===== src/rtl/srpm_pkg.sv =====
// ----------------------------------------------------------------------------
// srpm_pkg
// Types and constants shared by the stereo RMS / peak meter.
// ----------------------------------------------------------------------------
`default_nettype none

package srpm_pkg;

    // Item function codes
    localparam logic FUNC_SAMPLE = 1'b0;
    localparam logic FUNC_REPORT = 1'b1;

    // Frame count saturates here (count register is 16 bits)
    localparam int unsigned MAX_FRAMES = 65535;
    localparam int unsigned FRAME_LIMIT = (MAX_FRAMES > 65535) ? 65535 : MAX_FRAMES;

    localparam logic [14:0] PEAK_CLIP = 15'd32767;

    // Report queue between front and back
    localparam int unsigned QUEUE_DEPTH = 2;
    localparam int unsigned QUEUE_AW    = (QUEUE_DEPTH > 1) ? $clog2(QUEUE_DEPTH) : 1;

    typedef struct packed {
        logic               func;
        logic signed [15:0] left_sample;
        logic signed [15:0] right_sample;
    } t_item;

    typedef struct packed {
        logic [15:0] rms_left;
        logic [15:0] rms_right;
        logic [14:0] peak_left;
        logic [14:0] peak_right;
        logic [15:0] frames_seen;
    } t_result;

    // Window snapshot handed from front to back on a report
    typedef struct packed {
        logic signed [32:0] total_l;
        logic signed [32:0] total_r;
        logic [45:0]        energy_l;
        logic [45:0]        energy_r;
        logic [14:0]        peak_l;
        logic [14:0]        peak_r;
        logic [15:0]        frames;
    } t_snap;

    typedef enum logic [3:0] {
        S_IDLE,
        S_SQ,
        S_PL,
        S_PH,
        S_DIFF,
        S_SQRT,
        S_DIV,
        S_RES,
        S_DONE
    } t_back_state;

endpackage

`default_nettype wire


===== src/rtl/srpm_queue.sv =====
// ----------------------------------------------------------------------------
// srpm_queue
// Short queue of window snapshots between the accumulators and the RMS unit.
// ----------------------------------------------------------------------------
`default_nettype none

module srpm_queue (
    input  wire logic            i_clk,
    input  wire logic            i_rst_n,
    input  wire logic            i_wr,
    input  wire srpm_pkg::t_snap i_wdata,
    output logic                 o_full,
    input  wire logic            i_rd,
    output srpm_pkg::t_snap      o_rdata,
    output logic                 o_empty
);

    localparam int unsigned AW = srpm_pkg::QUEUE_AW;

    srpm_pkg::t_snap r_ent [srpm_pkg::QUEUE_DEPTH];

    logic [AW-1:0] r_wptr, n_wptr;
    logic [AW-1:0] r_rptr, n_rptr;
    logic [AW:0]   r_count, n_count;
    logic          do_wr, do_rd;

    assign o_full  = (r_count == (AW+1)'(srpm_pkg::QUEUE_DEPTH));
    assign o_empty = (r_count == '0);
    assign do_wr   = i_wr && !o_full;
    assign do_rd   = i_rd && !o_empty;
    assign o_rdata = r_ent[r_rptr];

    always_comb begin
        n_wptr  = r_wptr;
        n_rptr  = r_rptr;
        n_count = r_count;
        if (do_wr) begin
            n_wptr = (r_wptr == AW'(srpm_pkg::QUEUE_DEPTH - 1)) ? '0 : r_wptr + 1'b1;
        end
        if (do_rd) begin
            n_rptr = (r_rptr == AW'(srpm_pkg::QUEUE_DEPTH - 1)) ? '0 : r_rptr + 1'b1;
        end
        if (do_wr && !do_rd) begin
            n_count = r_count + 1'b1;
        end else if (do_rd && !do_wr) begin
            n_count = r_count - 1'b1;
        end
    end

    always_ff @(posedge i_clk) begin
        if (do_wr) begin
            r_ent[r_wptr] <= i_wdata;
        end
    end

    always_ff @(posedge i_clk) begin
        if (!i_rst_n) begin
            r_wptr  <= '0;
            r_rptr  <= '0;
            r_count <= '0;
        end else begin
            r_wptr  <= n_wptr;
            r_rptr  <= n_rptr;
            r_count <= n_count;
        end
    end

endmodule

`default_nettype wire


===== config.mk =====
export PLATFORM = sky130hd
export DESIGN_NAME = srpm_queue
export DESIGN_NICKNAME = d
export VERILOG_FILES = /design/src/rtl/srpm_pkg.sv /design/src/rtl/srpm_queue.sv
export SDC_FILE = /design/constraint.sdc
export NUM_CORES = 1
export LEC_CHECK = 0
export ABC_AREA = 0
export BUFFER_PORTS_ARGS = -buffer_cell sky130_fd_sc_hd__buf_2
export CORE_MARGIN = 2
export CORE_UTILIZATION = 35
export CTS_BUF_LIST = sky130_fd_sc_hd__clkbuf_2 sky130_fd_sc_hd__clkbuf_4 sky130_fd_sc_hd__clkbuf_8
export DETAILED_ROUTE_END_ITERATION = 12
export SYNTH_ARGS = -nofsm -noshare
export SYNTH_HDL_FRONTEND = slang
export SYNTH_SLANG_ARGS = --single-unit

===== constraint.sdc =====
create_clock -name i_clk -period 9.58 [get_ports i_clk]
set_input_delay 1.437 -clock i_clk [delete_from_list [all_inputs] [get_ports i_clk]]
set_output_delay 1.437 -clock i_clk [all_outputs]
set_load 0.05 [all_outputs]

# After elaboration in Yosys (flattened, before gate mapping)

Memory sizes are Yosys's and may differ from the RTL's. A register that Yosys moved wholly into a read port is not among the register bits.
Index checks and enable logic that the tools add are counted.

Memory bits (writable): 408
Memories kept: 1
Register bits after elaboration: 4
Logic and storage cells: 27
Output and inout port bits: 206

Memories:

| name  | depth | bits a word | read ports | clocked after Yosys merged registers in | write ports | line             | RTL |
|---|---|---|---|---|---|---|---|
| r_ent | 2     | 204         | 1          | 1                                       | 1           | srpm_queue.sv:20 | `srpm_pkg::t_snap r_ent [srpm_pkg::QUEUE_DEPTH];` |

Mux-type cells: 8
Reductions and logical operators: 10
Equality and inequality tests: 1
Add/subtract/negate cells: 4

Operators with widths:

| cell                                                                | count |
|---|---|
| 1-bit two-way mux                                                   | 6 |
| 1-bit logical AND                                                   | 4 |
| 1-bit logical NOT                                                   | 4 |
| 2-bit two-way mux                                                   | 2 |
| 1-bit adder (second input constant)                                 | 2 |
| 2-bit by 1-bit adder with 2-bit output (second input constant)      | 1 |
| 2-bit equality test (second input constant)                         | 1 |
| 2-bit logical NOT                                                   | 1 |
| 2-bit nonzero test                                                  | 1 |
| 2-bit by 1-bit subtractor with 2-bit output (second input constant) | 1 |

# Logic depth before layout (Yosys ltp)

Word-level depth: 7
Gate-level depth with buffers: 7
Gate-level depth less buffers: 7

# Worst setup path before layout

Ideal clock, no wire load.

Path type: in2reg
From: input i_wr
To: memory r_ent[0][0] (netlist name) (enable)
Cell stages on the path: 2
Setup time: 0.733 ns
Buffers on the path: 0
Slack: -0.485 ns
Data required time: 8.847 ns
Data arrival time: 9.332 ns
Cell sequence: inv_1 nor3_2

Cells in the longest elaborated chain, start to end: 3

RTL lines:

| what                                    | line             | RTL |
|---|---|---|
| from (decl)                             | srpm_queue.sv:10 | `input wire logic i_wr,` |
| 1-bit logical AND                       | srpm_queue.sv:29 | `assign do_wr = i_wr && !o_full;` |
| 1-bit two-way mux                       | srpm_queue.sv:51 | `if (do_wr) begin` |
| 1-bit two-way mux (implied by the code) | srpm_queue.sv:52 | `r_ent[r_wptr] <= i_wdata;` |
| to (decl)                               | srpm_queue.sv:20 |  |

Every way passes these cells.

==> impl_metrics.ini <==
[floorplanning]
fp.dieArea_sq_mm = 0.0463
die_y_um = 215
initial_core_util_pct = 35.4
num_rows = 77
io_pins = 414
core_sq_mm = 0.0441
die_x_um = 215

[finish]
final_util_pct = 44.4
layout-drive-gt1-share_pct = 62.1
finalNetCount = 1339
fin_cells = 1773
syn2layout_area_growth_pct = 25.5

[logic_synthesis]
yosys_warnings = 0
synth_fp_nets = 869
yosys.area.top_type = edfxtp_1
synth_area_leaders = edfxtp_1 (78%), mux2_4 (15%), mux2_2 (3.2%), buf_6 (1.4%), dfxtp_1 (0.64%)
synthTopCellsByCount = edfxtp_1 (408), mux2_4 (160), mux2_2 (44)
synth_ff_type = edfxtp_1
synth-seq-cells = 413
synth_cells = 660
netlist_area_sq_mm = 0.0156
synthDistinctLibCells = 21
syn_avg_cell_area_sq_um = 23.7
synth_edf_count = 408
synth.top_cell.area_share_pct = 78.4
async_reset_ff_share_pct = 0
synth_sequential_area_ratio_pct = 79.1
yosysMostFrequentCell = edfxtp_1

[drt]
drtPass1Iterations = 5
drc = 0
wirelength_um = 32200
via_per_inst = 4.41
ant_nets = 0
wl_per_cell_um = 18.2
drtIter0Drc = 364
vias = 7816

[placement]
dp_slack_ns = 5.65
gp_congestion = 0.749
placed_cells = 1650
hpwl_um = 20800
port_buffers = 413

[cts]
cts_root_buffer = clkbuf_8
ctsResizeCount = 0
postCtsSetupRepairBufs = 0
cts_sinks = 413
clock_latency_ns = 0.62
path_clk_slew_ns = 0.05
cts-buffers-inserted = 70
cts_tree = done
clockBufferDepth = 3
cts_max_level = 3
cts_hold_buf = 0

[timing]
fin_crit_ns = 4.44
setup_violations = 0
timing_hold_violations_final = 0
timing.slew.headroom_pct = 23.1
rsz0062_at_grt = no
fin_crit_sh_pct = 46.4
setup_ws_ns = 5.14
setup_tns_ns = 0
max_freq_mhz = 225
skew_ns = 0.0236
worst_pin_slew_ns = 1.15
slew_violations = 0

[worst_hold_path]
min_delay_path_depth = 2
hold_path_end = r_count[1]
hp-start = r_count[1]
hold_path.class = flop to flop

[setup_path]
ff2ff_path_depth = 3
reg2reg_slack_ns = 6.63
crit_fanout = 51
critPathTopFamily = buffers and inverters
cp-end-kind = primary output
slowest_stage = buf_4
critPathBufInv = 2
max_stage_delay_ns = 0.88
crit_type = flop to primary output
cp_cell_sequence = buf_4 > mux2_4 > buf_2
cp_data_required_time_ns = 8.14
r2r_end = r_ent[1][7]
critical_path_depth = 3
r2r_start = r_count[0]
crit_arrival_ns = 3.00
startpoint_type = flop

[power]
p_per_area_mw_per_mm2 = 310
max-vdd-ir-drop_v = 0.000197
finalPower_mw = 6.07
leakage_nw = 7.58

[global_route]
grt_overflow_total = 0
antenna_found_initial = 6
grt_pass1_wl_um = 48100
grt_pass1_vias = 8336
grt_start_max_net_pins = 111
grtUsageTotal_pct = 13.8

[status]
status = completed

[job]
drv_cap = 0
==> cell usage in the layout, fill, tap and decap left out <==
cell and n:
buf_2 413, clkinv_1 16, ha_1 1, clkbuf_8 75
clkbuf_4 23, o21ai_0 1, or3_1 1, a21boi_0 1
dfxtp_1 4, nor2_1 2, diode_2 5, o21ai_1 1
dfxtp_4 1, mux2_2 44, buf_12 1, clkinv_2 3
mux2_4 160, inv_1 2, xnor2_1 2, buf_4 7
o21a_1 1, xor2_1 1, nand2b_1 1, nor3_4 1
edfxtp_1 408, and2_1 3, a21boi_1 1, bufinv_16 1
and3_4 1
==> flip-flops by register name, indices dropped and copies added (netlist names), named ones only <==
signal,flops
r_count,2
r_ent,408
r_rptr,1
r_wptr,1
==> per-stage QoR <==
stage | hold WS, ns | cell area, sq um
after floorplan | 0.483 | 15600
after global placement | 0.503 | 18300
after detailed placement | 0.544 | 18300
after CTS | 0.552 | 19600
after global routing | 0.596 | 19600
final | 0.549 | 19600
==> worst reg2reg max path, cell delays in order (launching register included) <==
cell and delay, ns:
dfxtp_1 0.42, nand2b_1 0.19, and3_4 0.97, buf_4 0.91
==> logic make-up after synthesis <==
group	after synthesis	share of synthesized area [%]
AND/OR/NAND/NOR	9	0.353
XOR/XNOR	3	0.168
AO/OA/AOI/OAI	5	0.208
adder cells (fa/ha/maj)	1	0.0801
multiplexers	204	18.6
buffers and inverters	25	1.55
flip-flops	413	79.1
==> where the power goes <==
part / internal [mW] / switching, mW
sequential: 2.27 / 0.0866
clock: 0.830 / 0.656
combinational: 0.681 / 1.54
==> metal layers <==
layer	track usage, %	routed length (um)	up-vias
met4	6.97	777	2
met1	16.1	12900	3879
met2	22.1	15900	298
li1	-	-	3589
met3	5.38	2640	48
met5	0	7	-
==> worst max-delay path by stage <==
stage               from            to  slack, ns
global route        flop  o_rdata[145]       4.95
floorplan           i_wr   r_ent[0][0]       2.77
CTS                 flop  o_rdata[156]       5.00
global placement    i_wr  r_ent[1][11]       5.63
detailed placement  i_wr  r_ent[1][11]       5.65
finish              flop  o_rdata[125]       5.14
==> layout make-up <==
cell class	count	area [sq um]
flip-flops and latches	413	12400
inverters	2	7.51
clock inverters	20	105
multi-input cells	222	3040
clock buffers	98	1200
repair buffers	421	2140
diodes	5	12.5
well taps	592	741
fillers	3935	24500
Power figures use the tool's default switching activity.
