$ cat config.mk
export PLATFORM = sky130hd
export DESIGN_NAME = srpm_front
export DESIGN_NICKNAME = d
export VERILOG_FILES = /design/src/rtl/srpm_pkg.sv /design/src/rtl/srpm_front.sv
export SDC_FILE = /design/constraint.sdc
export NUM_CORES = 2
export LEC_CHECK = 0
export BUFFER_PORTS_ARGS = -buffer_cell sky130_fd_sc_hd__buf_2
export CORE_AREA = 2 2 291 293
export DETAILED_ROUTE_END_ITERATION = 10
export DIE_AREA = 0 0 293 295
export PLACE_DENSITY = 0.63
export SETUP_SLACK_MARGIN = 0.4
export SLEW_MARGIN = 20
export SYNTH_ARGS = -nofsm -noshare
export SYNTH_HDL_FRONTEND = slang
export SYNTH_SLANG_ARGS = --single-unit
$ cat constraint.sdc
create_clock -name i_clk -period 12.1 [get_ports i_clk]
set_clock_uncertainty 0.2 [all_clocks]
set_input_delay 0 -clock i_clk [delete_from_list [all_inputs] [get_ports i_clk]]
set_output_delay 0 -clock i_clk [all_outputs]
set_load 0.005 [all_outputs]
$ cat src/rtl/srpm_pkg.sv
// ----------------------------------------------------------------------------
// srpm_pkg
// Types and constants shared by the stereo RMS / peak meter.
// ----------------------------------------------------------------------------
`default_nettype none

package srpm_pkg;

    // Item function codes
    localparam logic FUNC_SAMPLE = 1'b0;
    localparam logic FUNC_REPORT = 1'b1;

    // Frame count saturates here (count register is 16 bits)
    localparam int unsigned MAX_FRAMES = 65535;
    localparam int unsigned FRAME_LIMIT = (MAX_FRAMES > 65535) ? 65535 : MAX_FRAMES;

    localparam logic [14:0] PEAK_CLIP = 15'd32767;

    // Report queue between front and back
    localparam int unsigned QUEUE_DEPTH = 2;
    localparam int unsigned QUEUE_AW    = (QUEUE_DEPTH > 1) ? $clog2(QUEUE_DEPTH) : 1;

    typedef struct packed {
        logic               func;
        logic signed [15:0] left_sample;
        logic signed [15:0] right_sample;
    } t_item;

    typedef struct packed {
        logic [15:0] rms_left;
        logic [15:0] rms_right;
        logic [14:0] peak_left;
        logic [14:0] peak_right;
        logic [15:0] frames_seen;
    } t_result;

    // Window snapshot handed from front to back on a report
    typedef struct packed {
        logic signed [32:0] total_l;
        logic signed [32:0] total_r;
        logic [45:0]        energy_l;
        logic [45:0]        energy_r;
        logic [14:0]        peak_l;
        logic [14:0]        peak_r;
        logic [15:0]        frames;
    } t_snap;

    typedef enum logic [3:0] {
        S_IDLE,
        S_SQ,
        S_PL,
        S_PH,
        S_DIFF,
        S_SQRT,
        S_DIV,
        S_RES,
        S_DONE
    } t_back_state;

endpackage

`default_nettype wire

$ cat src/rtl/srpm_front.sv
// ----------------------------------------------------------------------------
// srpm_front
// Window accumulators: sums, square sums, frame count and peaks, one frame
// per cycle unless o_full. A report queues a snapshot and clears the window.
// ----------------------------------------------------------------------------
`default_nettype none

module srpm_front (
    input  wire logic            i_clk,
    input  wire logic            i_rst_n,
    input  wire logic            i_accept,
    input  wire srpm_pkg::t_item i_item,
    output logic                 o_snap_push,
    output srpm_pkg::t_snap      o_snap
);

    logic signed [32:0] r_total_l, n_total_l;
    logic signed [32:0] r_total_r, n_total_r;
    logic [45:0]        r_energy_l, n_energy_l;
    logic [45:0]        r_energy_r, n_energy_r;
    logic [15:0]        r_frames, n_frames;
    logic [14:0]        r_peak_l, n_peak_l;
    logic [14:0]        r_peak_r, n_peak_r;

    logic signed [31:0] sq_l, sq_r;
    logic [15:0]        mag16_l, mag16_r;
    logic [14:0]        mag_l, mag_r;
    logic               is_sample;

    assign sq_l = i_item.left_sample * i_item.left_sample;
    assign sq_r = i_item.right_sample * i_item.right_sample;

    // -32768 negates to itself; the top bit then selects the clip value
    assign mag16_l = i_item.left_sample[15] ? 16'(-i_item.left_sample) : i_item.left_sample;
    assign mag16_r = i_item.right_sample[15] ? 16'(-i_item.right_sample)
                                             : i_item.right_sample;
    assign mag_l = mag16_l[15] ? srpm_pkg::PEAK_CLIP : mag16_l[14:0];
    assign mag_r = mag16_r[15] ? srpm_pkg::PEAK_CLIP : mag16_r[14:0];

    assign is_sample   = (i_item.func == srpm_pkg::FUNC_SAMPLE);
    assign o_snap_push = i_accept && !is_sample;

    always_comb begin
        o_snap.total_l  = r_total_l;
        o_snap.total_r  = r_total_r;
        o_snap.energy_l = r_energy_l;
        o_snap.energy_r = r_energy_r;
        o_snap.peak_l   = r_peak_l;
        o_snap.peak_r   = r_peak_r;
        o_snap.frames   = r_frames;
    end

    always_comb begin
        n_total_l  = r_total_l;
        n_total_r  = r_total_r;
        n_energy_l = r_energy_l;
        n_energy_r = r_energy_r;
        n_frames   = r_frames;
        n_peak_l   = r_peak_l;
        n_peak_r   = r_peak_r;
        if (i_accept && is_sample) begin
            if (mag_l > r_peak_l) begin
                n_peak_l = mag_l;
            end
            if (mag_r > r_peak_r) begin
                n_peak_r = mag_r;
            end
            if (32'(r_frames) < 32'(srpm_pkg::FRAME_LIMIT)) begin
                n_total_l  = r_total_l + {{17{i_item.left_sample[15]}}, i_item.left_sample};
                n_total_r  = r_total_r + {{17{i_item.right_sample[15]}}, i_item.right_sample};
                n_energy_l = r_energy_l + {14'b0, sq_l};
                n_energy_r = r_energy_r + {14'b0, sq_r};
                n_frames   = r_frames + 16'd1;
            end
        end else if (i_accept) begin
            n_total_l  = '0;
            n_total_r  = '0;
            n_energy_l = '0;
            n_energy_r = '0;
            n_frames   = '0;
            n_peak_l   = '0;
            n_peak_r   = '0;
        end
    end

    always_ff @(posedge i_clk) begin
        if (!i_rst_n) begin
            r_total_l  <= '0;
            r_total_r  <= '0;
            r_energy_l <= '0;
            r_energy_r <= '0;
            r_frames   <= '0;
            r_peak_l   <= '0;
            r_peak_r   <= '0;
        end else begin
            r_total_l  <= n_total_l;
            r_total_r  <= n_total_r;
            r_energy_l <= n_energy_l;
            r_energy_r <= n_energy_r;
            r_frames   <= n_frames;
            r_peak_l   <= n_peak_l;
            r_peak_r   <= n_peak_r;
        end
    end

endmodule

`default_nettype wire

# [After elaboration in Yosys (flattened, before gate mapping)]
# Index checks and enable logic that the tools add are counted.
[totals] register_bits=204 out_inout_bits=205 wordCells=51 input_bits=36
[classes] bitwise_logic=1 n_eq_ne=3 addsub=7 mul=2 reduce_logical=6 magnitude_cmp=3 mux=22
[ops] operator="two-way mux 46 bit" count=5
[ops] operator="two-way mux 33 bit" count=5
[ops] operator="two-way mux 15 bit" count=7
[ops] operator="adder 46 x 32 -> 46 bit" count=2
[ops] operator="two-way mux 16 bit" count=5
[ops] operator="adder 33 bit" count=2
[ops] operator="multiplier 16 x 16 -> 32 bit" count=2
[ops] operator="negator 16 bit" count=2
[ops] operator="> comparator 15 bit" count=2
[ops] operator="adder 16 x 1 -> 16 bit, second input constant" count=1
[ops] operator="< comparator 16 bit, second input constant" count=1
[ops] operator="!= test 2 x 1 -> 1 bit, second input constant" count=3
[ops] operator="AND reduction 2 bit" count=3
[ops] operator="logical AND 1 bit" count=2
[ops] operator="nonzero test 2 bit" count=1
[ops] operator="inverter 1 bit" count=1

# [Longest topological paths before layout]
[depth] ltp_word=6 depth_mapped=38 ltp_nobuf=36

# [Worst setup path before layout]
# No wires, ideal clock.
[synth_timing] path_kind="input to register" start="input port i_item[31] in the netlist's numbering" end="register r_energy_l[35]" path_stages=35 setup_ps=65 t_arrival_ps=7826 t_required_ps=11835 path_slack_ps=4009 path_cell_list="clkbuf_1 > clkbuf_1 > buf_1 > nand2_1 > inv_1 > fa_1 > inv_1 > fa_1 > inv_1 > fa_1 > fa_1 > fa_1 > inv_1 > fa_1 > inv_1 > ha_1 > and2_1 > and4_1 > a21boi_0 > a21oi_1 > a21oi_1 > mux2i_1 > nand3_1 > ha_1 > clkbuf_1 > nand2_1 > o21ai_0 > a21oi_1 > o221ai_1 > a221oi_1 > o31ai_1 > a21oi_1 > nor3_1 > mux2_2 > nor2_1"
[synth_via] elab_chain_len=4
[synth_rtl] element="start, declared" line="srpm_front.sv:12" source="input wire srpm_pkg::t_item i_item,"
[synth_rtl] element="multiplier 16 x 16 -> 32 bit" line="srpm_front.sv:30" source="assign sq_l = i_item.left_sample * i_item.left_sample;"
[synth_rtl] element="adder 46 x 32 -> 46 bit" line="srpm_front.sv:71" source="n_energy_l = r_energy_l + {14'b0, sq_l};"
[synth_rtl] element="two-way mux 46 bit" line="srpm_front.sv:68" source="if (32'(r_frames) < 32'(srpm_pkg::FRAME_LIMIT)) begin"
[synth_rtl] element="two-way mux 46 bit" line="srpm_front.sv:61" source="if (i_accept && is_sample) begin"
[synth_rtl] element="end signal, assigned" line="srpm_front.sv:98" source="r_energy_l <= n_energy_l;"
[synth_rtl] element="end, declared" line="srpm_front.sv:19" source="logic [45:0] r_energy_l, n_energy_l;"
# Every way passes these cells. The select of a mux whose other input is x is not followed.
# A chain may end at the register's enable or synchronous reset.

# [Worst setup path in the final report]
# Ends and elaborated chain as after synthesis.

==> impl_metrics.py <==
metrics = {
    "sta": {
        "max_freq_mhz": 104.3,
        "slew_headroom_pct": 24.57,
        "period_needed_ns": 9.588,
        "hold_viol": 0,
        "drv_slew": 0,
        "finalSetupTns_ns": 0,
        "period_share_pct": 79.24,
        "setup_viol": 0,
        "worst_pin_slew_ns": 1.131,
        "rsz0062_at_grt": "false",
    },
    "finish": {
        "drive_gt1_share_pct": 8.748,
        "layout.nets": 4998,
        "fill_cells": 8182,
        "syn2layout_area_growth_pct": 10.59,
    },
    "global_route": {
        "grt_usage_pct": 22.59,
        "antenna_found_initial": 4,
        "overflow": 0,
        "grt_max_degree": 66,
        "grt_pass1_vias": 27690,
        "grt_pass1_wl_mm": 153.4,
    },
    "critical_path": {
        "r2r_start": "r_energy_l[2]",
        "crit_arrival_ns": 9.88,
        "required_ns": 12.39,
        "crit_fanout": 21,
        "cp-end-kind": "register",
        "crit_start": "i_item[31]",
        "slowest_delay_ns": 0.79,
        "slowest_stage": "a21oi_1",
        "criticalPathCategory": "input pin to register",
        "worstSetupStartpointType": "input pin",
        "cp_common_cell": "fa_1",
    },
    "floorplanning": {
        "die_h_um": 295,
        "placementRows": 106,
        "coreArea_sq_mm": 0.08316,
        "start_util_pct": 39.76,
        "die_x_um": 293,
        "pin_count": 241,
        "die_area_sq_mm": 0.08644,
    },
    "clocking": {
        "cts_inserted_buffers": 34,
        "htree_levels": 2,
        "clkLatencyLatePin_ns": 0.59,
        "ctsLongestPathBuffers": 3,
        "cts-resized-gates": 0,
        "holdBufCountCts": 14,
        "cts_root_buf": "clkbuf_16",
        "cts_setup_buffers": 0,
        "cts_tree": "done",
        "path_clk_slew_ns": 0.05,
        "cts_sinks": 204,
    },
    "logic_synthesis": {
        "synth-seq-cells": 204,
        "synth-main-ff-cell": "dfxtp_1",
        "synth_edf_count": 0,
        "yosys.area_share.simple_pct": 14.99,
        "synth-xor-area-share_pct": 6.066,
        "synth_compound_area_share_pct": 13.88,
        "seq_area_frac_synth_pct": 12.35,
        "synthArstFlopShare_pct": 0,
        "synth_top_family_by_area": "adder cells",
        "yosys-mux-area-fraction_pct": 0.8779,
        "netlist_instances": 3970,
        "ys_warn_count": 0,
        "synth-adder-area-share_pct": 41.94,
        "syn_avg_cell_area_sq_um": 8.329,
        "syn-cell-area_sq_mm": 0.03306,
        "synth_nets": 4828,
        "synthDistinctLibCells": 73,
    },
    "detailed_routing": {
        "firstDrtPassIters": 5,
        "vias_per_cell": 5.224,
        "final_antenna_net_count": 0,
        "route.detailed.wl_per_inst_um": 18.25,
        "vias": 27400,
        "drt_wl_total_mm": 95.75,
        "drc": 0,
        "drtIter0Drc": 1649,
    },
    "place": {
        "hpwl_mm": 75.39,
        "gp_congestion": 0.8974,
        "numPortBuffers": 240,
    },
    "run_status": {
        "outcome": "finished clean",
    },
    "worst_hold_path": {
        "hold_class": "input pin to register",
        "holdCritStartpoint": "i_item[2]",
    },
    "flow_run": {
        "cap_viol_max_count": 0,
    },
}
synthesized netlist by cell type, drive strengths merged (14+ instances only):
| library cell | n | area [sq um] |
|---|---|---|
| nand2 | 449 | 1685 |
| o21ai | 150 | 750.7 |
| xnor2 | 146 | 1279 |
| or3 | 32 | 200.2 |
| ha | 345 | 4317 |
| o21bai | 21 | 157.7 |
| a21oi | 258 | 1291 |
| a21o | 94 | 705.7 |
| o211ai | 21 | 157.7 |
| a211oi | 23 | 172.7 |
| inv | 725 | 2721 |
| nor2b | 23 | 143.9 |
| o21a | 32 | 240.2 |
| clkbuf | 117 | 439.2 |
| buf | 18 | 70.07 |
| a31o | 14 | 122.6 |
| a31oi | 27 | 168.9 |
| fa | 477 | 9549 |
| and2 | 64 | 402.9 |
| o31ai | 18 | 135.1 |
| nand2b | 23 | 143.9 |
| nand3 | 136 | 680.7 |
| mux2i | 23 | 230.2 |
| nor3 | 31 | 155.2 |
| xor2 | 83 | 727.0 |
| or2 | 15 | 93.84 |
| dfxtp | 204 | 4084 |
| nor2 | 211 | 794.5 |
| and3 | 29 | 181.4 |
| nand4 | 28 | 175.2 |
metrics by stage:
step,instance area [sq um],util (%),worst slack [ns],std cells,hold WS [ns]
4_1_cts,36550,43.96,2.760,5241,0.0007233
5_1_grt,36560,43.97,2.063,5244,0.03869
3_5_place_dp,35270,42.42,2.703,5170,0.2030
2_1_floorplan,33060,-,4.009,3970,0.07534
3_3_place_gp,35270,42.42,2.883,5170,0.1999
6_report,36570,43.97,2.512,5246,0.02776
state kept, by name, summed over array words and instances, names as in the netlist:
name / flops
r_energy_l: 46
r_frames: 16
r_peak_r: 15
r_energy_r: 46
r_peak_l: 15
r_total_l: 33
r_total_r: 33
routing by layer:
metal	GRT usage, %	part of all wire [%]	up-vias
met4	7.655	3.5	0
met3	4.390	6.7	145
met2	36.94	46	730
met5	0	0	-
met1	29.95	44	13320
li1	-	-	13210
placed cells by master (no fill, tap or decap), types with 6 or more instances in the layout:
| cell type | Yosys | routed |
|---|---|---|
| a211oi_1 | 23 | 23 |
| a31oi_1 | 27 | 27 |
| nor4_1 | 10 | 10 |
| nor2b_1 | 23 | 23 |
| fa_1 | 477 | 477 |
| and3_1 | 29 | 29 |
| clkbuf_16 | 0 | 34 |
| buf_2 | 2 | 240 |
| nor3_1 | 31 | 31 |
| and2_1 | 63 | 63 |
| o21bai_1 | 21 | 21 |
| o21a_1 | 32 | 32 |
| nand2_1 | 449 | 446 |
| o2111ai_1 | 6 | 6 |
| a31o_2 | 14 | 14 |
| mux2i_1 | 23 | 23 |
| a311oi_1 | 7 | 7 |
| nand4_1 | 28 | 28 |
| dlygate4sd3_1 | 0 | 14 |
| o41ai_1 | 8 | 8 |
| xor2_1 | 83 | 83 |
| a21o_1 | 94 | 94 |
| or2_2 | 15 | 15 |
| or4_1 | 7 | 7 |
| o21ai_0 | 149 | 149 |
| nor3b_1 | 6 | 6 |
| inv_1 | 723 | 723 |
| dfxtp_1 | 204 | 204 |
| a21boi_0 | 11 | 11 |
| nor2_1 | 210 | 205 |
| o31ai_1 | 18 | 18 |
| o211ai_1 | 21 | 21 |
| a21oi_1 | 258 | 257 |
| or3_1 | 32 | 32 |
| clkinv_1 | 10 | 10 |
| ha_1 | 345 | 345 |
| nand2b_1 | 23 | 23 |
| buf_4 | 0 | 15 |
| xnor2_1 | 146 | 146 |
| nand3_1 | 136 | 136 |
layout make-up:
| cell class | instances | area (sq um) | share of cell area [%] |
|---|---|---|---|
| Sequential cell | 204 | 4084 | 11.17 |
| Antenna cell | 5 | 12.51 | 0.03422 |
| Clock inverter | 15 | 210.2 | 0.5749 |
| Multi-Input combinational cell | 2895 | 25760 | 70.44 |
| Inverter | 736 | 2766 | 7.565 |
| Tap cell | 1080 | 1351 | 3.695 |
| Clock buffer | 42 | 930.9 | 2.546 |
| Timing Repair Buffer | 269 | 1454 | 3.976 |
cell families after synthesis:
group / count (synthesis)
flops: 204
buf+inv: 871
mux: 28
simple gates: 1079
xor+xnor: 229
fa+ha+maj: 822
compound gates: 737
critical path: cells and delay by family:
| kind | cells | cell delay (ns) |
|---|---|---|
| fa+ha+maj | 8 | 3.96 |
| simple gates | 7 | 1.09 |
| compound gates | 9 | 2.53 |
| buf+inv | 5 | 1.79 |
| xor+xnor | 1 | 0.14 |
| mux | 1 | 0.35 |
path summary, 6_finish.rpt:
check	end	slack, ns	cells past startpoint
max reg2reg	r_energy_l[35]	7.69	12
max	r_energy_l[35]	2.51	31
min	r_peak_r[2]	0.03	5
min reg2reg	r_peak_l[10]	0.27	2
Power is left out: the tool's default activity adds up to more than one toggle a clock period on the data nets, which glitch-free logic cannot reach.
