[config.mk]
export PLATFORM = sky130hd
export DESIGN_NAME = srpm_back
export DESIGN_NICKNAME = d
export VERILOG_FILES = /design/src/rtl/srpm_pkg.sv /design/src/rtl/srpm_back.sv
export SDC_FILE = /design/constraint.sdc
export NUM_CORES = 2
export LEC_CHECK = 0
export ABC_CLOCK_PERIOD_IN_PS = 15300
export BUFFER_PORTS_ARGS = -buffer_cell sky130_fd_sc_hd__buf_2
export CAP_MARGIN = 20
export CORE_MARGIN = 2
export CORE_UTILIZATION = 64
export DETAILED_ROUTE_END_ITERATION = 12
export HOLD_SLACK_MARGIN = 0.02
export PLACE_DENSITY_LB_ADDON = 0.15
export SLEW_MARGIN = 20
export SYNTH_ARGS = -nofsm -noshare
export SYNTH_HDL_FRONTEND = slang
export SYNTH_SLANG_ARGS = --single-unit
[constraint.sdc]
create_clock -name i_clk -period 15.3 [get_ports i_clk]
set_clock_uncertainty 0.05 [all_clocks]
set_input_delay 3.06 -clock i_clk [delete_from_list [all_inputs] [get_ports i_clk]]
set_output_delay 3.06 -clock i_clk [all_outputs]
set_load 0.01 [all_outputs]
[src/rtl/srpm_pkg.sv]
// ----------------------------------------------------------------------------
// srpm_pkg
// Types and constants shared by the stereo RMS / peak meter.
// ----------------------------------------------------------------------------
`default_nettype none

package srpm_pkg;

    // Item function codes
    localparam logic FUNC_SAMPLE = 1'b0;
    localparam logic FUNC_REPORT = 1'b1;

    // Frame count saturates here (count register is 16 bits)
    localparam int unsigned MAX_FRAMES = 65535;
    localparam int unsigned FRAME_LIMIT = (MAX_FRAMES > 65535) ? 65535 : MAX_FRAMES;

    localparam logic [14:0] PEAK_CLIP = 15'd32767;

    // Report queue between front and back
    localparam int unsigned QUEUE_DEPTH = 2;
    localparam int unsigned QUEUE_AW    = (QUEUE_DEPTH > 1) ? $clog2(QUEUE_DEPTH) : 1;

    typedef struct packed {
        logic               func;
        logic signed [15:0] left_sample;
        logic signed [15:0] right_sample;
    } t_item;

    typedef struct packed {
        logic [15:0] rms_left;
        logic [15:0] rms_right;
        logic [14:0] peak_left;
        logic [14:0] peak_right;
        logic [15:0] frames_seen;
    } t_result;

    // Window snapshot handed from front to back on a report
    typedef struct packed {
        logic signed [32:0] total_l;
        logic signed [32:0] total_r;
        logic [45:0]        energy_l;
        logic [45:0]        energy_r;
        logic [14:0]        peak_l;
        logic [14:0]        peak_r;
        logic [15:0]        frames;
    } t_snap;

    typedef enum logic [3:0] {
        S_IDLE,
        S_SQ,
        S_PL,
        S_PH,
        S_DIFF,
        S_SQRT,
        S_DIV,
        S_RES,
        S_DONE
    } t_back_state;

endpackage

`default_nettype wire

[src/rtl/srpm_back.sv]
// ----------------------------------------------------------------------------
// srpm_back
// RMS sequencer: per channel D = n*sq - sum^2 via a shared 32x32 multiplier,
// s = isqrt(4D) one bit a cycle, q = s / n one bit a cycle, rms = (q+1)/2.
// ----------------------------------------------------------------------------
`default_nettype none

module srpm_back (
    input  wire logic              i_clk,
    input  wire logic              i_rst_n,
    input  wire logic              i_snap_empty,
    input  wire srpm_pkg::t_snap   i_snap,
    output logic                   o_snap_pop,
    input  wire logic              i_pop,
    output logic                   o_empty,
    output srpm_pkg::t_result      o_result
);

    srpm_pkg::t_back_state r_state, n_state;

    srpm_pkg::t_snap   r_snap;
    srpm_pkg::t_result r_out;
    logic              r_out_valid;
    logic              r_ch;
    logic [63:0]       r_sq2;
    logic [63:0]       r_prod;
    logic [63:0]       r_x;
    logic [32:0]       r_rem;
    logic [31:0]       r_root;
    logic [15:0]       r_drem;
    logic [4:0]        r_cnt;
    logic [15:0]       r_rms_l, r_rms_r;

    logic               ld_out;
    logic               step_last;
    logic signed [32:0] tot;
    logic [32:0]        tot_abs;
    logic [45:0]        eng;
    logic [31:0]        mul_a, mul_b;
    logic [63:0]        mul_p;
    logic [63:0]        diff;
    logic [34:0]        sq_shift, sq_trial, sq_sub;
    logic               sq_ge;
    logic [16:0]        dv_shift, dv_sub;
    logic               dv_ge;
    logic [32:0]        q_round;

    assign tot     = r_ch ? r_snap.total_r : r_snap.total_l;
    assign eng     = r_ch ? r_snap.energy_r : r_snap.energy_l;
    assign tot_abs = tot[32] ? 33'(-tot) : tot;
    assign mul_p   = mul_a * mul_b;
    assign diff    = r_prod - r_sq2;

    // one root bit per step
    assign sq_shift = {r_rem, r_x[63:62]};
    assign sq_trial = {1'b0, r_root, 2'b01};
    assign sq_ge    = (sq_shift >= sq_trial);
    assign sq_sub   = sq_shift - sq_trial;

    // one quotient bit per step, dividend shifts out of r_root
    assign dv_shift = {r_drem, r_root[31]};
    assign dv_ge    = (dv_shift >= {1'b0, r_snap.frames});
    assign dv_sub   = dv_shift - {1'b0, r_snap.frames};

    assign q_round  = {1'b0, r_root} + 33'd1;
    assign step_last = (r_cnt == '0);

    assign o_empty  = !r_out_valid;
    assign o_result = r_out;

    // next state
    always_comb begin
        n_state = r_state;
        case (r_state)
            srpm_pkg::S_IDLE: begin
                if (!i_snap_empty) begin
                    n_state = (i_snap.frames == '0) ? srpm_pkg::S_DONE : srpm_pkg::S_SQ;
                end
            end
            srpm_pkg::S_SQ:   n_state = srpm_pkg::S_PL;
            srpm_pkg::S_PL:   n_state = srpm_pkg::S_PH;
            srpm_pkg::S_PH:   n_state = srpm_pkg::S_DIFF;
            srpm_pkg::S_DIFF: n_state = srpm_pkg::S_SQRT;
            srpm_pkg::S_SQRT: begin
                if (step_last) begin
                    n_state = srpm_pkg::S_DIV;
                end
            end
            srpm_pkg::S_DIV: begin
                if (step_last) begin
                    n_state = srpm_pkg::S_RES;
                end
            end
            srpm_pkg::S_RES:  n_state = r_ch ? srpm_pkg::S_DONE : srpm_pkg::S_SQ;
            srpm_pkg::S_DONE: begin
                if (ld_out) begin
                    n_state = srpm_pkg::S_IDLE;
                end
            end
            default: n_state = srpm_pkg::S_IDLE;
        endcase
    end

    // state outputs
    always_comb begin
        o_snap_pop = 1'b0;
        ld_out     = 1'b0;
        mul_a      = '0;
        mul_b      = '0;
        case (r_state)
            srpm_pkg::S_IDLE: o_snap_pop = !i_snap_empty;
            srpm_pkg::S_SQ: begin
                mul_a = tot_abs[31:0];
                mul_b = tot_abs[31:0];
            end
            srpm_pkg::S_PL: begin
                mul_a = {16'b0, r_snap.frames};
                mul_b = {9'b0, eng[22:0]};
            end
            srpm_pkg::S_PH: begin
                mul_a = {16'b0, r_snap.frames};
                mul_b = {9'b0, eng[45:23]};
            end
            srpm_pkg::S_DONE: ld_out = !r_out_valid || i_pop;
            default: begin
                mul_a = '0;
                mul_b = '0;
            end
        endcase
    end

    // datapath
    always_ff @(posedge i_clk) begin
        case (r_state)
            srpm_pkg::S_IDLE: begin
                r_snap  <= i_snap;
                r_rms_l <= '0;
                r_rms_r <= '0;
            end
            srpm_pkg::S_SQ:   r_sq2  <= mul_p;
            srpm_pkg::S_PL:   r_prod <= mul_p;
            srpm_pkg::S_PH:   r_prod <= r_prod + {mul_p[40:0], 23'b0};
            srpm_pkg::S_DIFF: begin
                r_x    <= (r_prod > r_sq2) ? {diff[61:0], 2'b00} : '0;
                r_rem  <= '0;
                r_root <= '0;
                r_drem <= '0;
                r_cnt  <= 5'd31;
            end
            srpm_pkg::S_SQRT: begin
                r_rem  <= sq_ge ? sq_sub[32:0] : sq_shift[32:0];
                r_root <= {r_root[30:0], sq_ge};
                r_x    <= {r_x[61:0], 2'b00};
                r_cnt  <= r_cnt - 5'd1;
            end
            srpm_pkg::S_DIV: begin
                r_drem <= dv_ge ? dv_sub[15:0] : dv_shift[15:0];
                r_root <= {r_root[30:0], dv_ge};
                r_cnt  <= r_cnt - 5'd1;
            end
            srpm_pkg::S_RES: begin
                if (r_ch) begin
                    r_rms_r <= q_round[16:1];
                end else begin
                    r_rms_l <= q_round[16:1];
                end
            end
            srpm_pkg::S_DONE: begin
                if (ld_out) begin
                    r_out.rms_left    <= r_rms_l;
                    r_out.rms_right   <= r_rms_r;
                    r_out.peak_left   <= r_snap.peak_l;
                    r_out.peak_right  <= r_snap.peak_r;
                    r_out.frames_seen <= r_snap.frames;
                end
            end
            default: r_cnt <= r_cnt;
        endcase
    end

    // control
    always_ff @(posedge i_clk) begin
        if (!i_rst_n) begin
            r_state     <= srpm_pkg::S_IDLE;
            r_ch        <= 1'b0;
            r_out_valid <= 1'b0;
        end else begin
            r_state <= n_state;
            if (r_state == srpm_pkg::S_IDLE) begin
                r_ch <= 1'b0;
            end else if (r_state == srpm_pkg::S_RES) begin
                r_ch <= 1'b1;
            end
            if (ld_out) begin
                r_out_valid <= 1'b1;
            end else if (i_pop) begin
                r_out_valid <= 1'b0;
            end
        end
    end

endmodule

`default_nettype wire

---- Word-level counts from Yosys, hierarchy flattened ----
Index checks and enable logic that the tools add are counted.
word-level totals
  bits in registers ....................... 598
  word-level logic and storage cells ...... 99
operators by class
  add/sub/neg operators ................... 7
  $mul .................................... 1
  $lt $le $gt $ge ......................... 3
  equal/unequal tests ..................... 14
  muxes and demuxes ....................... 29
  bitwise operators ....................... 1
  reduce and logical (&&, ||, !) cells .... 20
operators by type and width
  operator                 number
  $pmux W64 S2             2
  $pmux W32 S3             2
  $pmux W16 S2             3
  $mux W33                 2
  $pmux W33 S2             1
  $add A64 B64 Y64         1
  $gt A64 B64 Y1           1
  $mul A32 B32 Y64         1
  $mux W64                 1
  $pmux W32 S2             1
  $sub A62 B62 Y62         1
  $mux W16                 3
  $mux W46                 1
  $pmux W4 S9              1
  $ge A35 B34 Y1           1
  $sub A33 B33 Y33         1
  $mux W32                 1
  $neg A32 Y32             1
  $mux W4                  6
  $add A17 B1 Y17 const B  1
  $ge A17 B16 Y1           1
  $eq A4 B3 Y1 const B     4
  $logic_not A16 Y1        1
  $sub A16 B16 Y16         1
  other kinds (17)         36

---- Depth between registers and ports, before layout ----
  word-level depth ........................ 7
  mapped depth ............................ 55
  gate-level depth less buffers ........... 46

---- Least setup slack after synthesis ----
OpenSTA, ideal clock, no wires.
  path kind ............................... register to register
  from .................................... reg r_state[1]
  to ...................................... reg r_prod[63] (data pin)
  setup time .............................. 0.260 ns
  data arrival time ....................... 12.248 ns
  slack ................................... 2.742 ns
  cell stages (with the launch flop) ...... 43
  path buffers ............................ 4
  clock period less this slack ............ 12.558 ns
  cell sequence ........................... dfxtp_1 -> clkbuf_1 -> nor2b_1 -> nand2_1 -> inv_1 -> clkbuf_1 -> buf_1 -> nand2_1 -> inv_1 -> buf_1 -> nand2_1 -> fa_1 -> fa_1 -> fa_1 -> fa_1 -> inv_1 -> fa_1 -> inv_1 -> [... 7 more ...] -> a21oi_1 -> o211ai_1 -> a21oi_1 -> o31ai_1 -> nand3_1 -> nand2_1 -> xor2_1 -> ha_1 -> a21oi_1 -> o21a_1 -> o21a_1 -> o31ai_1 -> nor3_1 -> a211oi_1 -> and4_1 -> a2111oi_0 -> xnor2_1 -> mux2_2
between the ends
  longest elaborated chain between the ends .. 6
  elaborated cells on any way between the ends .. 9
  those cells by class .................... 1 x add/sub; 1 x mul; 3 x eq/ne; 3 x mux; 1 x reduce/logical
ends and longest elaborated chain
  item                        line              text
  start, declared             srpm_back.sv:19   srpm_pkg::t_back_state r_state, n_state;
  start signal, assigned      srpm_back.sv:184  r_state <= srpm_pkg::S_IDLE;
  start signal, assigned      srpm_back.sv:188  r_state <= n_state;
  $eq A4 B2 Y1                srpm_back.sv:110  case (r_state)
  $reduce_or A2 Y1 (no line)  --
  $pmux W32 S2                srpm_back.sv:110
  $mul A32 B32 Y64 *          srpm_back.sv:51   assign mul_p = mul_a * mul_b;
  net mul_p[33]               srpm_back.sv:40   logic [63:0] mul_p;
  $add A64 B64 Y64 *          srpm_back.sv:142  srpm_pkg::S_PH: r_prod <= r_prod + {mul_p[40:0], 23'b0};
  $pmux W64 S2 *              srpm_back.sv:134  case (r_state)
  end signal, assigned        srpm_back.sv:141  srpm_pkg::S_PL: r_prod <= mul_p;
  end signal, assigned        srpm_back.sv:142
  end, declared               srpm_back.sv:26   logic [63:0] r_prod;
The timed path passes the listed nets; every way through them passes the cells marked *.
A chain may end at the register's enable or synchronous reset.

---- Final worst setup path ----
  from .................................... reg r_ch
  to ...................................... reg r_prod[63] (data pin)
between the ends
  longest elaborated chain between the ends .. 7
  elaborated cells on any way between the ends .. 9
  those cells by class .................... 2 x add/sub; 1 x mul; 6 x mux
ends and longest elaborated chain
  item                                          line              text
  start, declared                               srpm_back.sv:24   logic r_ch;
  start signal, assigned                        srpm_back.sv:185  r_ch <= 1'b0;
  start signal, assigned                        srpm_back.sv:190  r_ch <= 1'b0;
  start signal, assigned                        srpm_back.sv:192  r_ch <= 1'b1;
  $mux W33                                      srpm_back.sv:48   assign tot = r_ch ? r_snap.total_r : r_snap.total_l;
  $neg A32 Y32                                  srpm_back.sv:50   assign tot_abs = tot[32] ? 33'(-tot) : tot;
  $mux W32                                      srpm_back.sv:50
  $pmux W32 S3 or $pmux W32 S2 (tied branches)  srpm_back.sv:110
  $mul A32 B32 Y64 *                            srpm_back.sv:51
  net mul_p[33]                                 srpm_back.sv:40
  $add A64 B64 Y64 *                            srpm_back.sv:142
  $pmux W64 S2 *                                srpm_back.sv:134
Marked as above.

==> impl_metrics.toml <==
[logic_synthesis]
synth_edf_count = 590
synth-seq-area-share_pct = 28.2
synthesis.nets = 7913
synth_flop_cell = "edfxtp_1"
syn_area_um2 = 63200
ys_warn_count = 0
netlist_instances = 6404
ys_ff_latch = 596
synth_async_sr_flop_share_pct = 0
avgSynthCellArea_um2 = 9.88
ys_types = 82

[critical_path]
cpPeakStageDelay_ps = 880
startpoint_type = "register"
cp.arrival_ps = 14280
critPathSlowestCell = "dfxtp_4"
worst_setup_path_end_kind = "register"
cp_max_fo = 71
required_ps = 15640
critPathKind = "register to register"
crit_top_cell = "fa_1"

[drt]
drt_pass1_iterations = 6
totalWireLength_um = 185000
viasPerCell = 6.06
wl_per_cell_um = 23.4
drc_errors = 0
via_count = 48100
drt.antenna.violating_nets = 0
drt-initial-drc-count = 4831

[timing]
fmax_ghz = 0.0717
tightest_slew_ps = 1220
finalSetupViolations = 0
tns_ps = 0
finalMaxSlewViolations = 0
slew_headroom_pct = 18.3
fin_crit_ps = 13950
hold_viol = 0
fin_ws_ps = 1350
rsz0062_at_grt = "no"
min_period_over_period_pct = 91.2

[power]
power_frac_seq_pct = 17.6
p_sw_w = 0.00744
clkPwrFrac_pct = 11.4
peakVddDrop_v = 0.000279
leakage_nw = 31.5
cellInternalPower_w = 0.00718
finalPower_w = 0.0146
p_sw_share_pct = 50.9
combPwrFrac_pct = 71.0
power_density_nw_per_um2 = 214

[clock_network]
cts.repair.resized = 0
clock-sinks = 596
clk_pin_slew_ps = 60
clock-root-buffer = "clkbuf_16"
cts_tree = "yes"
cts_buffer_depth = 3
numCtsBuffers = 69
hold_buffers = 0
htreeDepth = 3
clkLatencyLatePin_ps = 660
post-cts-setup-buffers = 0

[grt]
grt_overflow = 0
grt_pass1_vias = 50600
antenna_found_initial = 19
grt_usage_pct = 37.3
grt_pass1_wl_um = 288000
grt_max_degree = 122

[place]
hpwlAfterDp_um = 144000
dp.cells = 7794
post-place-ws_ps = 1530
io_buffers = 287
routabilityCongestion = 0.986

[floorplanning]
fp.dieW_um = 318
rows = 115
core-area_um2 = 98100
die-area_um2 = 101000
boundaryPins = 288
start_util_pct = 64.5
die_y_um = 318

[run]
max_cap_violations = 0

[cells_and_area]
fin_util_pct = 69.6
fin_cells = 7939
area_growth_pct = 7.94
drive_gt1_share_pct = 8.53
layout_common_cells = "inv_1, fa_1, nand2_1, edfxtp_1, nor2_1"
final_common_cell = "inv_1"
final_nets = 8088

[status]
status = "completed"

[hold_path]
hold_path.class = "register to register"
==> metrics by stage <==
stage	area [um2]	hold WS, ps
6_report	68300	359
5_1_grt	68300	364
4_1_cts	68200	363
3_5_place_dp	66000	355
3_3_place_gp	66000	351
2_1_floorplan	63200	350
==> power groups by stage <==
stage / clock network (W) / logic [W] / registers [W]
detailed placement: 0 / 0.0101 / 0.00260
floorplan: 0 / 0.00725 / 0.00254
global route: 0.00174 / 0.0114 / 0.00259
finish: 0.00166 / 0.0104 / 0.00257
CTS: 0.00168 / 0.0102 / 0.00257
global placement: 0 / 0.00998 / 0.00259
==> final cells by class <==
class / instances / area (um2)
diodes: 19 / 47.5
clock buffers: 86 / 1840
clock inverters: 39 / 403
fillers: 7513 / 29900
inverters: 1223 / 4600
multi-input cells: 4315 / 39800
flip-flops and latches: 596 / 17800
well taps: 1287 / 1610
repair buffers: 374 / 2090
==> sequential cells by signal (all words and copies together), names as in the netlist <==
name / flops
r_rms_r: 16
r_state: 4
o_result: 78
r_rem: 33
r_root: 32
r_out_valid: 1
r_sq2: 64
r_x: 62
r_snap: 204
r_prod: 64
r_drem: 16
r_ch: 1
r_rms_l: 16
r_cnt: 5
==> routing by layer <==
metal  GRT usage, %  share of wire [%]
met1           46.5                 37
met2           58.8                 46
met3           8.60                9.7
met4           24.3                7.8
met5         0.0946              0.012
==> worst max-delay path, delay by kind of cell, from the launching register on <==
family                   cells  cell delay, ps
XOR/XNOR                     3             630
flip-flops                   1             880
buffers and inverters        5            1210
AND/OR/NAND/NOR             10            2640
AO/OA/AOI/OAI               14            3400
adder cells (fa/ha/maj)     10            4560
multiplexers                 1             280
==> logic make-up (layout without fill, tap and decap cells) <==
group | after synthesis | after routing | share of synthesized area, %
multiplexers | 139 | 139 | 2.25
adder cells (fa/ha/maj) | 1301 | 1301 | 36.2
buffers and inverters | 1493 | 1722 | 8.98
AND/OR/NAND/NOR | 1742 | 1742 | 11.9
XOR/XNOR | 232 | 232 | 3.21
AO/OA/AOI/OAI | 901 | 901 | 9.19
flip-flops | 596 | 596 | 28.2
other | 0 | 19 | 0
==> synthesized netlist by cell type (34+ instances only) <==
cell      instances  area share (%)
nand4_1          55            0.54
edfxtp_1        590              28
fa_1            884              28
o21ai_0         179             1.4
mux2i_1         115             1.8
nor3_1          101            0.80
a31oi_1          34            0.34
nand3_1          65            0.51
clkbuf_1        211             1.3
buf_2            50            0.40
and2_1           51            0.50
a21oi_1         256             2.0
a22o_1           59            0.82
nand2_1         696             4.1
a21o_1          109             1.3
xor2_1           83             1.1
inv_1          1214             7.2
xnor2_1         149             2.1
nor2_1          592             3.5
ha_1            417             8.2
==> path summary, 6_finish.rpt <==
path | start | endpoint | slack [ps] | depth (start not counted)
hold reg to reg | r_rms_l[11] | o_result[73] | 360 | 0
setup reg to reg | r_ch | r_prod[63] | 1350 | 43
hold / removal | r_rms_l[11] | o_result[73] | 360 | 0
setup / recovery | r_ch | r_prod[63] | 1350 | 43
Note: power is estimated with default switching activity, not from simulation.
